[src/hdl/lcdp_pkg.sv]
// Shared types and constants for the line command duty parser.
`default_nettype none

package lcdp_pkg;

  localparam int unsigned ByteW    = 8;
  localparam int unsigned LineCntW = 4;
  localparam int unsigned ValueW   = 7;
  localparam int unsigned DutyW    = 8;

  localparam logic [LineCntW-1:0] MaxLine  = 4'd15;
  localparam logic [ValueW-1:0]   SatValue = 7'd101;
  localparam logic [ValueW-1:0]   MaxValue = 7'd100;
  localparam logic [DutyW-1:0]    DutyFull = 8'd255;
  localparam logic [DutyW-1:0]    DutyZero = 8'd0;

  // floor(v*255/100) == (v * DutyRecip) >> DutyShift for v in 0..100
  localparam int unsigned          DutyShift = 16;
  localparam int unsigned          RecipW    = 18;
  localparam logic [RecipW-1:0]    DutyRecip = 18'd167117;

  localparam logic [ByteW-1:0] ChCr    = 8'h0d;
  localparam logic [ByteW-1:0] ChLf    = 8'h0a;
  localparam logic [ByteW-1:0] ChNul   = 8'h00;
  localparam logic [ByteW-1:0] ChSpace = 8'h20;
  localparam logic [ByteW-1:0] ChTab   = 8'h09;
  localparam logic [ByteW-1:0] ChVt    = 8'h0b;
  localparam logic [ByteW-1:0] ChFf    = 8'h0c;
  localparam logic [ByteW-1:0] ChPlus  = 8'h2b;
  localparam logic [ByteW-1:0] ChMinus = 8'h2d;
  localparam logic [ByteW-1:0] ChZero  = 8'h30;
  localparam logic [ByteW-1:0] ChNine  = 8'h39;
  localparam logic [ByteW-1:0] ChO     = 8'h4f;
  localparam logic [ByteW-1:0] ChN     = 8'h4e;
  localparam logic [ByteW-1:0] ChF     = 8'h46;

  typedef enum logic [1:0] {
    RespOn      = 2'd0,
    RespOff     = 2'd1,
    RespChanged = 2'd2,
    RespInvalid = 2'd3
  } resp_e;

  // what the parser reports about the line it just closed
  typedef struct packed {
    logic              done;
    logic              is_on;
    logic              is_off;
    logic              num_ok;
    logic [ValueW-1:0] value;
  } line_info_t;

endpackage

`default_nettype wire

[src/hdl/lcdp_line_parser.sv]
// Per-line character state: keyword match, atoi-style number reader, line length.
`default_nettype none

module lcdp_line_parser (
  input  wire logic                      clk_i,
  input  wire logic                      rst_ni,
  input  wire logic                      step_i,
  input  wire logic [lcdp_pkg::ByteW-1:0] byte_i,
  output      lcdp_pkg::line_info_t      info_o
);
  import lcdp_pkg::*;

  typedef enum logic [2:0] {
    KwEmpty = 3'd0,
    KwO     = 3'd1,
    KwOn    = 3'd2,
    KwOf    = 3'd3,
    KwOff   = 3'd4,
    KwNone  = 3'd5
  } kw_e;

  typedef enum logic [1:0] {
    PhSpace  = 2'd0,
    PhSign   = 2'd1,
    PhDigits = 2'd2,
    PhDone   = 2'd3
  } phase_e;

  logic [LineCntW-1:0] cnt_q, cnt_d;
  logic                ended_q, ended_d;
  kw_e                 kw_q, kw_d;
  phase_e              ph_q, ph_d;
  logic                neg_q, neg_d;
  logic [ValueW-1:0]   val_q, val_d;

  logic                is_eol, is_ws, is_sign, is_digit;
  logic [9:0]          acc;
  logic                done;

  always_comb begin
    is_eol   = (byte_i == ChCr) || (byte_i == ChLf);
    is_ws    = (byte_i == ChSpace) || (byte_i == ChTab) ||
               (byte_i == ChVt) || (byte_i == ChFf);
    is_sign  = (byte_i == ChPlus) || (byte_i == ChMinus);
    is_digit = (byte_i >= ChZero) && (byte_i <= ChNine);
    acc      = {val_q, 3'b000} + {2'b00, val_q, 1'b0} + {6'd0, 4'(byte_i - ChZero)};

    cnt_d   = cnt_q;
    ended_d = ended_q;
    kw_d    = kw_q;
    ph_d    = ph_q;
    neg_d   = neg_q;
    val_d   = val_q;

    if (!is_eol) begin
      cnt_d = cnt_q + 4'd1;
      if (!ended_q) begin
        if (byte_i == ChNul) begin
          ended_d = 1'b1;
        end else begin
          case (kw_q)
            KwEmpty: kw_d = (byte_i == ChO) ? KwO : KwNone;
            KwO: begin
              if (byte_i == ChN) kw_d = KwOn;
              else if (byte_i == ChF) kw_d = KwOf;
              else kw_d = KwNone;
            end
            KwOf:    kw_d = (byte_i == ChF) ? KwOff : KwNone;
            default: kw_d = KwNone;
          endcase

          if (ph_q == PhSpace && is_ws) begin
            ph_d = ph_q;
          end else if (ph_q == PhSpace && is_sign) begin
            neg_d = (byte_i == ChMinus);
            ph_d  = PhSign;
          end else if (ph_q != PhDone) begin
            if (is_digit) begin
              val_d = (acc > {3'd0, SatValue}) ? SatValue : acc[ValueW-1:0];
              ph_d  = PhDigits;
            end else begin
              ph_d = PhDone;
            end
          end
        end
      end
    end

    done = is_eol || (cnt_d == MaxLine);

    info_o.done   = done;
    info_o.is_on  = (kw_d == KwOn);
    info_o.is_off = (kw_d == KwOff);
    info_o.num_ok = !neg_d && (val_d != '0) && (val_d <= MaxValue);
    info_o.value  = val_d;
  end

  always_ff @(posedge clk_i or negedge rst_ni) begin
    if (!rst_ni) begin
      cnt_q   <= '0;
      ended_q <= 1'b0;
      kw_q    <= KwEmpty;
      ph_q    <= PhSpace;
      neg_q   <= 1'b0;
      val_q   <= '0;
    end else if (step_i) begin
      if (done) begin
        cnt_q   <= '0;
        ended_q <= 1'b0;
        kw_q    <= KwEmpty;
        ph_q    <= PhSpace;
        neg_q   <= 1'b0;
        val_q   <= '0;
      end else begin
        cnt_q   <= cnt_d;
        ended_q <= ended_d;
        kw_q    <= kw_d;
        ph_q    <= ph_d;
        neg_q   <= neg_d;
        val_q   <= val_d;
      end
    end
  end

`ifndef SYNTHESIS
  // line length never reaches the limit while held
  assert property (@(posedge clk_i) disable iff (!rst_ni) cnt_q != MaxLine)
    else $error("line count reached limit without closing");
  // accumulator never passes the saturation value
  assert property (@(posedge clk_i) disable iff (!rst_ni) val_q <= SatValue)
    else $error("digit accumulator above saturation");
  // a closed line leaves a clean state behind
  assert property (@(posedge clk_i) disable iff (!rst_ni)
    step_i && done |=> cnt_q == '0 && val_q == '0 && kw_q == KwEmpty)
    else $error("line state not cleared after line end");
`endif

endmodule

`default_nettype wire

[src/hdl/line_command_duty_parser.sv]
// A word accepted into the input register is parsed; its result, if any, reaches the outputs from the result register.
// Throughput: one word per cycle unless a waiting result is not taken; input register, line parser, result register.
// A word is taken while a finished result still waits, as long as the input slot is empty.
// Reset: asynchronous, active low; clears the line state, valid flags and duty to 0.
// Results appear only at line ends (CR, LF or the 15th stored character).
`default_nettype none

module line_command_duty_parser (
  input  wire logic                       clk_i,
  input  wire logic                       rst_ni,
  input  wire logic                       in_valid_i,
  output      logic                       in_ready_o,
  input  wire logic [lcdp_pkg::ByteW-1:0] rx_byte_i,
  output      logic                       out_valid_o,
  input  wire logic                       out_ready_i,
  output      logic [1:0]                 response_o,
  output      logic [lcdp_pkg::DutyW-1:0] duty_o
);
  import lcdp_pkg::*;

  logic             in_valid_q;
  logic [ByteW-1:0] in_byte_q;
  logic             out_valid_q;
  resp_e            resp_q, resp_d;
  logic [DutyW-1:0] duty_q, duty_d;

  logic             advance, step;
  line_info_t       info;
  logic [ValueW+RecipW-1:0] prod;

  lcdp_line_parser u_parser (
    .clk_i  (clk_i),
    .rst_ni (rst_ni),
    .step_i (step),
    .byte_i (in_byte_q),
    .info_o (info)
  );

  assign advance    = !out_valid_q || out_ready_i;
  assign step       = in_valid_q && advance;
  assign in_ready_o = !in_valid_q || advance;

  always_comb begin
    prod = {{RecipW{1'b0}}, info.value} * {{ValueW{1'b0}}, DutyRecip};
    if (info.is_on) begin
      resp_d = RespOn;
      duty_d = DutyFull;
    end else if (info.is_off) begin
      resp_d = RespOff;
      duty_d = DutyZero;
    end else if (info.num_ok) begin
      resp_d = RespChanged;
      duty_d = prod[DutyShift +: DutyW];
    end else begin
      resp_d = RespInvalid;
      duty_d = duty_q;
    end
  end

  always_ff @(posedge clk_i or negedge rst_ni) begin
    if (!rst_ni) begin
      in_valid_q  <= 1'b0;
      out_valid_q <= 1'b0;
      duty_q      <= '0;
    end else begin
      if (in_ready_o) in_valid_q <= in_valid_i;
      if (advance) out_valid_q <= step && info.done;
      if (step && info.done) duty_q <= duty_d;
    end
  end

  always_ff @(posedge clk_i) begin
    if (in_ready_o && in_valid_i) in_byte_q <= rx_byte_i;
    if (step && info.done) resp_q <= resp_d;
  end

  assign out_valid_o = out_valid_q;
  assign response_o  = resp_q;
  assign duty_o      = duty_q;

`ifndef SYNTHESIS
  assert property (@(posedge clk_i) disable iff (!rst_ni)
    out_valid_q && resp_q == RespOn |-> duty_q == DutyFull)
    else $error("led on result without full duty");
  assert property (@(posedge clk_i) disable iff (!rst_ni)
    out_valid_q && resp_q == RespOff |-> duty_q == DutyZero)
    else $error("led off result with nonzero duty");
  assert property (@(posedge clk_i) disable iff (!rst_ni)
    !in_ready_o |-> in_valid_q && out_valid_q && !out_ready_i)
    else $error("input stalled without a blocked result");
  assert property (@(posedge clk_i) disable iff (!rst_ni)
    out_valid_q && !out_ready_i && resp_q == RespInvalid |=> duty_q == $past(duty_q))
    else $error("duty moved while invalid result held");
`endif

endmodule

`default_nettype wire
[config.mk]
export PLATFORM = sky130hd
export DESIGN_NAME = line_command_duty_parser
export DESIGN_NICKNAME = d
export VERILOG_FILES = /design/src/hdl/lcdp_pkg.sv /design/src/hdl/lcdp_line_parser.sv /design/src/hdl/line_command_duty_parser.sv
export SDC_FILE = /design/constraint.sdc
export NUM_CORES = 1
export LEC_CHECK = 0
export BUFFER_PORTS_ARGS = -buffer_cell sky130_fd_sc_hd__buf_2
export CAP_MARGIN = 20
export CORE_MARGIN = 4
export CORE_UTILIZATION = 40
export DETAILED_ROUTE_END_ITERATION = 12
export PLACE_DENSITY = 0.59
export SLEW_MARGIN = 5
export SYNTH_ARGS = -nofsm -noshare
export SYNTH_HDL_FRONTEND = slang
export SYNTH_SLANG_ARGS = --single-unit
[constraint.sdc]
create_clock -name clk_i -period 7.5 [get_ports clk_i]
set_input_delay 0.75 -clock clk_i [delete_from_list [all_inputs] [get_ports clk_i]]
set_output_delay 0.75 -clock clk_i [all_outputs]
set_load 0.005 [all_outputs]
# After elaboration in Yosys (flattened, before gate mapping)
# Index checks and enable logic that the tools add are counted.
# W data, S select, Z words.
[totals] ff_bits=38 output_inout_bits=12 word_cells=114 in_bits=12
[op_classes] n_lt_le_gt_ge=4 muxes=43 mul=1 n_reduce_logical=29 add_sub_neg=4 n_eq_ne=21
[op_table] op="$mux W7" n=9
[op_table] op="$eq A8 B4 Y1 const B" n=5
[op_table] op="$eq A8 B6 Y1 const B" n=3
[op_table] op="$eq A8 B7 Y1 const B" n=3
[op_table] op="$mul A7 B18 Y24 const B" n=1
[op_table] op="$mux W8" n=3
[op_table] op="$mux W3" n=7
[op_table] op="$mux W1" n=14
[op_table] op="$mux W2" n=7
[op_table] op="$add A10 B4 Y10" n=1
[op_table] op="$add A10 B8 Y10" n=1
[op_table] op="$gt A10 B7 Y1 const B" n=1
[op_table] op="$pmux W3 S3" n=1
[op_table] op="$ge A8 B6 Y1 const B" n=1
[op_table] op="$le A8 B6 Y1 const B" n=1
[op_table] op="$logic_and A1 B1 Y1" n=8
[op_table] op="$logic_not A8 Y1" n=1
[op_table] op="$logic_or A1 B1 Y1" n=8
[op_table] op="$mux W4" n=2
[op_table] op="$le A7 B7 Y1 const B" n=1
[op_table] op="$reduce_bool A7 Y1" n=1
[op_table] op="$eq A3 B2 Y1 const B" n=2
[op_table] op="$ne A2 B2 Y1 const B" n=3
[op_table] op="$reduce_and A6 Y1" n=1
[op_table] op="12 further kinds" n=17

# Depth between registers and ports, before layout
# Gate-level depths: netlist of run 1.
[logic_depth] depth_word=17 mapped_depth=31 ltp_nobuf=29

# Cells and area by module
# A second synthesis of run 1 with hierarchy kept.
[unflattened] cells_unflattened=411 hier_area_um2=4061.4
[by_module_without_submodules] mod="line_command_duty_parser" seq_area_each_um2=550.5 area_per_inst_um2=2337.2 n_inst=1 cells_each=216
[by_module_without_submodules] mod="lcdp_line_parser" seq_area_each_um2=450.4 area_per_inst_um2=1724.2 n_inst=1 cells_each=195

# Worst setup path after synthesis of run 1
# OpenSTA, ideal clock, no wires.
[synth_timing] kind="register to register" startpoint="reg in_byte_q[3]" endpoint="reg duty_q[6] (netlist: duty_o[6])" t_required_ps=7374 period_less_slack_ps=6959 path_slack_ps=541 arrival_ps=6833 stages_incl_launch_ff=30 setup_ps=126 path_buffers=2 cell_sequence="edfxtp_1 > buf_2 > inv_1 > fa_1 > inv_1 > ha_1 > a211oi_2 > o21bai_1 > a21oi_1 > mux2i_1 > or3_1 > buf_2 > o21ai_0 > ha_1 > ha_1 > fa_1 > inv_1 > fa_1 > inv_1 > ha_1 > and3_1 > a221o_1 > a211oi_1 > nand2_1 > nor4_1 > o21ai_0 > a21boi_0 > o21ba_2 > xnor2_1 > a221o_1"
[synth_via] elab_chain_len=16 elab_cells_between_ends=63 cone_classes="add/sub (2); mul (1); order compare (4); eq/ne (14); mux (25); reduce/logical (17)"
[synth_lines] element="start, declared" line="line_command_duty_parser.sv:22" source="logic [ByteW-1:0] in_byte_q;"
[synth_lines] element="start signal, assigned" line="line_command_duty_parser.sv:73" source="if (in_ready_o && in_valid_i) in_byte_q <= rx_byte_i;"
[synth_lines] element="branches (longest 16 deep; another with $mul A7 B18 Y24)"
[synth_lines] element="end signal, assigned" line="line_command_duty_parser.sv:68" source="if (step && info.done) duty_q <= duty_d;"
[synth_lines] element="end, declared" line="line_command_duty_parser.sv:25" source="logic [DutyW-1:0] duty_q, duty_d;"
# Parallel ways; which one is timed is not known. The select of a mux whose other input is x is not followed.
# A chain may end at the register's enable or synchronous reset.

# Final worst setup path of run 1
[layout_timing] startpoint="reg u_parser.val_q[0]" endpoint="reg duty_q[6] (netlist: duty_o[6])"
[layout_via] elab_chain_len=16 elab_cells_between_ends=21 cone_classes="add/sub (2); mul (1); order compare (2); mux (11); reduce/logical (5)"
[layout_lines] element="start, declared" line="lcdp_line_parser.sv:34" source="logic [ValueW-1:0] val_q, val_d;"
[layout_lines] element="start signal, assigned" line="lcdp_line_parser.sv:120" source="val_q <= val_d;"
[layout_lines] element="$add A10 B8 Y10" line="lcdp_line_parser.sv:46" source="acc = {val_q, 3'b000} + {2'b00, val_q, 1'b0} + {6'd0, 4'(byte_i - ChZero)};"
[layout_lines] element="$add A10 B4 Y10" line="lcdp_line_parser.sv:46"
[layout_lines] element="$gt A10 B7 Y1" line="lcdp_line_parser.sv:79" source="val_d = (acc > {3'd0, SatValue}) ? SatValue : acc[ValueW-1:0];"
[layout_lines] element="$mux W7" line="lcdp_line_parser.sv:79"
[layout_lines] element="$mux W7" line="lcdp_line_parser.sv:78" source="if (is_digit) begin"
[layout_lines] element="$mux W7" line="lcdp_line_parser.sv:77" source="end else if (ph_q != PhDone) begin"
[layout_lines] element="$mux W7" line="lcdp_line_parser.sv:74" source="end else if (ph_q == PhSpace && is_sign) begin"
[layout_lines] element="$mux W7" line="lcdp_line_parser.sv:72" source="if (ph_q == PhSpace && is_ws) begin"
[layout_lines] element="$mux W7" line="lcdp_line_parser.sv:58" source="if (byte_i == ChNul) begin"
[layout_lines] element="$mux W7" line="lcdp_line_parser.sv:57" source="if (!ended_q) begin"
[layout_lines] element="$mux W7 *" line="lcdp_line_parser.sv:55" source="if (!is_eol) begin"
[layout_lines] element="branches (longest 5 deep; another with $mul A7 B18 Y24)"
# Mark *: on every way between the ends. The select of a mux whose other input is x is not followed.

==> run metrics, run 1 <==
status complete, no violations; Leakage 0.00224 uW; Die Footprint 11,700 um2; # DRC 0; cell types occupying the most area after synthesis sky130_fd_sc_hd__ha_1 (25%), sky130_fd_sc_hd__dfrtp_1 (17%), sky130_fd_sc_hd__edfxtp_1 (7.5%), sky130_fd_sc_hd__fa_1 (7.0%), sky130_fd_sc_hd__inv_1 (4.2%); drt wl/cell 14.7 um; max-slew violations 0; count of cell instances traversed by the critical path 29; worst reg2reg startpoint u_parser.val_q[0]; Seq/Total Area, Yosys 25.0%; Setup crit end kind flip-flop; leading register cell type out of synthesis sky130_fd_sc_hd__dfrtp_1; critical-path maximum fanout 7; flop and latch count out of synthesis 38; crit path buf inv count 5; count of input and output buffers 23; number of sinks handled by clock tree synthesis 38; CTS tree yes; fmax 142 MHz; number of antenna-violating nets in the routed design 0; Fin. Hold Viols 0; Max transition margin a little over two fifths; First DRT Iteration DRCs 125; Worst EP required around 7.7 ns; portion of synthesized cell area occupied by the leading cell type 24.7%; number of antenna violations at the first check in global routing 0; final worst-path cycle share a little over nine tenths; CP startpoint kind flip-flop; CTS root buf sky130_fd_sc_hd__clkbuf_8; top cell type by total area after synthesis sky130_fd_sc_hd__ha_1; CP startpoint u_parser.val_q[0]; number of global-route vias before repair between 3,000 and 4,000; number of warnings printed during yosys synthesis 0; number of library cell types mapped by synthesis 68; global route overflow 0; net count reported at finish 560; peak per-stage delay on the critical path about 0.56 ns; diodes inserted 0; number of cell instances on the worst register-to-register path 29; class of the worst hold path in2async; io pins 24; total negative setup slack 0 ns; pin count of the biggest net entering global routing 29; synthesis-to-layout area growth 11.7%; clock-pin slew reported for the worst setup and hold paths after clock tree synthesis about 0.080 ns; syn_nets 531; Post-Syn Area 4010 um2; register-to-register setup slack 0.45 ns; global-route wire length before repair approximately 15,000 um; CTS Buffer Depth 2; proportion of layout cells with a drive suffix above 1 roughly 15%; final-layout worst hold slack about 0.47 ns; most frequent cell after synthesis sky130_fd_sc_hd__ha_1; routed via count divided by cell count 5.34; leading post-synthesis cells by instance count sky130_fd_sc_hd__ha_1 (79), sky130_fd_sc_hd__inv_1 (45), sky130_fd_sc_hd__nand2_1 (30), sky130_fd_sc_hd__dfrtp_1 (28), sky130_fd_sc_hd__o21ai_0 (27); final setup fails 0; r2r endpoint duty_o[6]; ys async rst share 73.7%; IR Drop Worst-Case VDD about 0.22 mV; footprint of the multi-input gates 2820 um2; First-pass DRT Iterations 4; total global-route track usage 15.6%; slew at the pin closest to its max-slew limit approximately 0.82 ns; effective utilization at floorplan 41.0%; worst setup path end duty_o[6]; count of flip-flops with a built-in enable after synthesis 10; Avg Synthesized Cell Area ~9.4 um2; row count 36; hpwl dp 7080 um; category of cells accounting for the largest share of critical-path delay adder cells; RSZ-0062 raised after global routing false; power density over cell area around 380 nW/um2; sequential cell area 1000 um2; insertion delay to the later sink of the worst-skew pair 0.29 ns; Arrival @ worst endpoint roughly 7.2 ns; TritonCTS Buffers 5; hold-fix buffers at CTS 0; htree depth 2; time the final worst path needs with I/O delays and setup between 7 and 8 ns; Die Y-Extent 108 um; instance count of the mapped netlist 426; Detailed Route WL 8660 um; chip width 108 um; Fillers 953; largest clock skew in the final design 0.00889 ns; Slowest-stage cell, CP sky130_fd_sc_hd__fa_1; total via count after detailed routing 3,143; # Max-Cap Violations 0; worst setup path category reg2reg; RD Place Congestion around 0.84; area of the core region 9770 um2
==> worst min path at each step <==
stage | end | start | slack (ns)
after floorplan | u_parser.cnt_q[3] | u_parser.cnt_q[3] | 0.44
final | in_valid_q | rst_ni | 0.47
after global routing | in_valid_q | rst_ni | 0.50
after detailed placement | u_parser.cnt_q[3] | u_parser.cnt_q[3] | 0.47
after CTS | in_valid_q | rst_ni | 0.48
after global placement | u_parser.neg_q | u_parser.neg_q | 0.46
==> repair_timing <==
action	in CTS	in global routing
endpoints found under the setup margin	0	8
resized for setup	0	13
buffers inserted	0	2
==> state kept, by name, summed over array words and instances, names as in the netlist <==
| register | flops |
|---|---|
| response_o | 2 |
| u_parser.ph_q | 2 |
| u_parser.cnt_q | 4 |
| out_valid_o | 1 |
| u_parser.kw_q | 3 |
| in_byte_q | 8 |
| u_parser.val_q | 7 |
| u_parser.ended_q | 1 |
| in_valid_q | 1 |
| u_parser.neg_q | 1 |
| duty_o | 8 |
==> routing by layer <==
layer,global-route usage (%),share of wire [%],up-vias
met5,0,0,-
met2,26.1,47,46
met4,3.07,1.2,0
met3,2.81,2.5,13
met1,21.2,49,1508
li1,-,-,1576
==> cell usage in the layout (no fill, tap or decap), types with 7 or more instances in the layout <==
cell / count
sky130_fd_sc_hd__a21oi_1: 15
sky130_fd_sc_hd__nor2_1: 24
sky130_fd_sc_hd__edfxtp_1: 10
sky130_fd_sc_hd__nor2b_1: 7
sky130_fd_sc_hd__o21ai_0: 25
sky130_fd_sc_hd__buf_4: 9
sky130_fd_sc_hd__buf_2: 23
sky130_fd_sc_hd__fa_1: 14
sky130_fd_sc_hd__xor2_1: 8
sky130_fd_sc_hd__ha_1: 79
sky130_fd_sc_hd__xnor2_1: 8
sky130_fd_sc_hd__nand3_1: 9
sky130_fd_sc_hd__dfrtp_1: 28
sky130_fd_sc_hd__nand2_1: 30
sky130_fd_sc_hd__inv_1: 45
==> stage by stage <==
step / instances / power [uW] / utilization [%] / instance area, um2 / worst slack (ns)
3_3_place_gp: 579 / 1440 / 43.8 / 4280 / 0.289
4_1_cts: 587 / 1680 / 45.2 / 4410 / 0.0225
5_1_grt: 589 / 1910 / 45.8 / 4480 / 0.0453
2_1_floorplan: 426 / 1170 / - / 4010 / 0.541
6_report: 589 / 1690 / 45.8 / 4480 / 0.451
3_5_place_dp: 579 / 1460 / 43.8 / 4280 / 0.103
==> cell families after synthesis <==
group                    Yosys count  share of synthesized area (%)
adder cells (fa/ha/maj)           93                           31.7
XOR/XNOR                          17                           3.72
AND/OR/NAND/NOR                  117                           15.2
AO/OA/AOI/OAI                    100                           17.6
flip-flops                        38                           25.0
multiplexers                       4                          0.999
buffers and inverters             57                           5.87
==> final cells by class <==
class	count	share of cell area (%)
Clock buffer	5	1.54
Multi-Input combinational cell	331	62.9
Tap cell	133	3.72
Clock inverter	3	1.43
Sequential cell	38	22.4
Inverter	47	3.94
Timing Repair Buffer	32	4.08
==> report_power, final <==
group | switching, uW | internal [uW]
Sequential | 58.3 | 273
Clock | 73.5 | 132
Combinational | 655 | 497
(Power assumes the default switching activity.)
==> run 2: changes to the inputs <==
PLACE_DENSITY = 0.57   (was 0.59)
clock period = 8.8 ns   (was 7.5 ns; I/O delays follow)
==> run 2 against run 1 <==
  * Final area decreased by 2.0%
  * Critical path depth decreased by 1
  * Count of clock-buffer cells in the layout did not move
  * Sequential share of layout area grew 0.45 points
  * Register-to-register slack improved by 0.57 ns
  * Largest cell class unchanged
  * Largest power group unchanged
==> run metrics, run 2 (synthesized netlist as in run 1, its figures left out) <==
status complete, no violations; final worst-path cycle share 88.4%; commonest non-fill, non-tap cell in the layout sky130_fd_sc_hd__ha_1; Arrival @ worst endpoint 7.96 ns; area of the core region 9770 um2; power share of the clock group 12.7%; Setup crit end kind flip-flop; insertion delay to the later sink of the worst-skew pair approximately 0.30 ns; synthesis-to-layout area growth 9.56%; hold-fix buffers at CTS 0; RD Place Congestion 0.806; internal power contribution ~750 uW; total via count after detailed routing 3,050; Fillers 969; Die Footprint between 10,000 and 15,000 um2; class of the worst hold path reg2reg; number of antenna-violating nets in the routed design 0; largest clock skew in the final design 0.00593 ns; First-pass DRT Iterations 4; P_sw 650 uW; Worst EP required 8.98 ns; CP startpoint in_byte_q[3]; Max transition margin between 30% and 40%; effective utilization at floorplan 41.0%; CP startpoint kind flip-flop; net count reported at finish 554; IR Drop Worst-Case VDD 0.164 mV; CTS Buffer Depth 2; First DRT Iteration DRCs 119; Design Power 1400 uW; # DRC 0; final setup fails 0; Post-Place Cells 575; total negative setup slack 0 ns; share of total power in combinational logic 67.1%; power density over cell area about 320 nW/um2; Die Y-Extent 108 um; CTS tree yes; RSZ-0062 raised after global routing false; r2r endpoint duty_o[6]; diodes inserted 0; clock-pin slew reported for the worst setup and hold paths after clock tree synthesis 0.08 ns; count of cell instances traversed by the critical path 28; max-slew violations 0; number of cell instances on the worst register-to-register path 28; count of input and output buffers 23; register share of total power 20.3%; Slowest-stage cell, CP sky130_fd_sc_hd__fa_1; hpwl dp 7090 um; pin count of the biggest net entering global routing 29; worst reg2reg startpoint in_byte_q[3]; total global-route track usage 15.6%; count of buffers added by post-CTS timing repair for setup 0; switching fraction of total power 46.3%; htree depth 2; crit path buf inv count 5; category of cells accounting for the largest share of critical-path delay adder cells; # Max-Cap Violations 0; io pins 24; critical-path maximum fanout 9; register-to-register setup slack a little over 1 ns; slew at the pin closest to its max-slew limit 0.900 ns; global-route wire length before repair approximately 14,000 um; Detailed Route WL 8560 um; proportion of layout cells with a drive suffix above 1 a little under an eighth; Resized cells post-CTS 0; peak per-stage delay on the critical path 0.54 ns; Final Instance Count excl. Fillers roughly 580; drt wl/cell 14.7 um; worst setup path category reg2reg; CTS root buf sky130_fd_sc_hd__clkbuf_8; final-layout worst hold slack 0.474 ns; row count 36; worst setup path end duty_o[6]; number of sinks handled by clock tree synthesis 38; final design utilization between 40% and 50%; time the final worst path needs with I/O delays and setup 7.78 ns; routed via count divided by cell count 5.23; chip width ~110 um; Fin. Hold Viols 0; TritonCTS Buffers 5; fmax 129 MHz; Leakage between 0.002 and 0.0025 uW; number of global-route vias before repair 3,086; number of antenna violations at the first check in global routing 0; most frequent cell on the critical path sky130_fd_sc_hd__inv_1; commonest cells after routing, fill and taps aside sky130_fd_sc_hd__ha_1 (79), sky130_fd_sc_hd__inv_1 (45), sky130_fd_sc_hd__nand2_1 (30), sky130_fd_sc_hd__dfrtp_1 (28), sky130_fd_sc_hd__o21ai_0 (27); global route overflow 0
-- run 2: how the worst min path moves through the flow --
stage                                    to              start  slack (ns)  cells after the start
final                     u_parser.cnt_q[3]  u_parser.cnt_q[3]        0.47                      1
after global routing      u_parser.cnt_q[3]  u_parser.cnt_q[3]        0.51                      1
after CTS                 u_parser.cnt_q[3]  u_parser.cnt_q[3]        0.48                      1
after detailed placement  u_parser.cnt_q[3]  u_parser.cnt_q[3]        0.46                      1
after global placement       u_parser.neg_q     u_parser.neg_q        0.46                      2
after floorplan           u_parser.cnt_q[3]  u_parser.cnt_q[3]        0.44                      1
-- run 2: cell type report --
type	count	area [um2]	area share [%]
inverters	47	176	4.02
clock buffers	5	68.8	1.57
repair buffers	26	138	3.14
well taps	133	166	3.79
multi-input cells	331	2770	63.1
flip-flops and latches	38	1000	22.8
clock inverters	3	68.8	1.57
-- run 2: power by group through the flow --
stage / logic [uW] / registers [uW] / clock network [uW]
after CTS: 960 / 285 / 182
after floorplan: 729 / 272 / 0
after global placement: 934 / 287 / 0
after detailed placement: 949 / 287 / 0
final: 942 / 284 / 178
after global routing: 1110 / 292 / 189
-- run 2: routing by layer --
layer / track usage, % / wire, um
met1: 20.2 / 4070
met2: 27.4 / 4190
met3: 3.10 / 261
met4: 2.43 / 43
met5: 0 / 0
-- run 2: per-stage QoR --
stage          area, um2  setup WS [ns]
6_report            4390           1.02
3_5_place_dp        4250           1.00
3_3_place_gp        4250           1.34
5_1_grt             4390          0.320
4_1_cts             4390          0.955
2_1_floorplan       4010           1.84
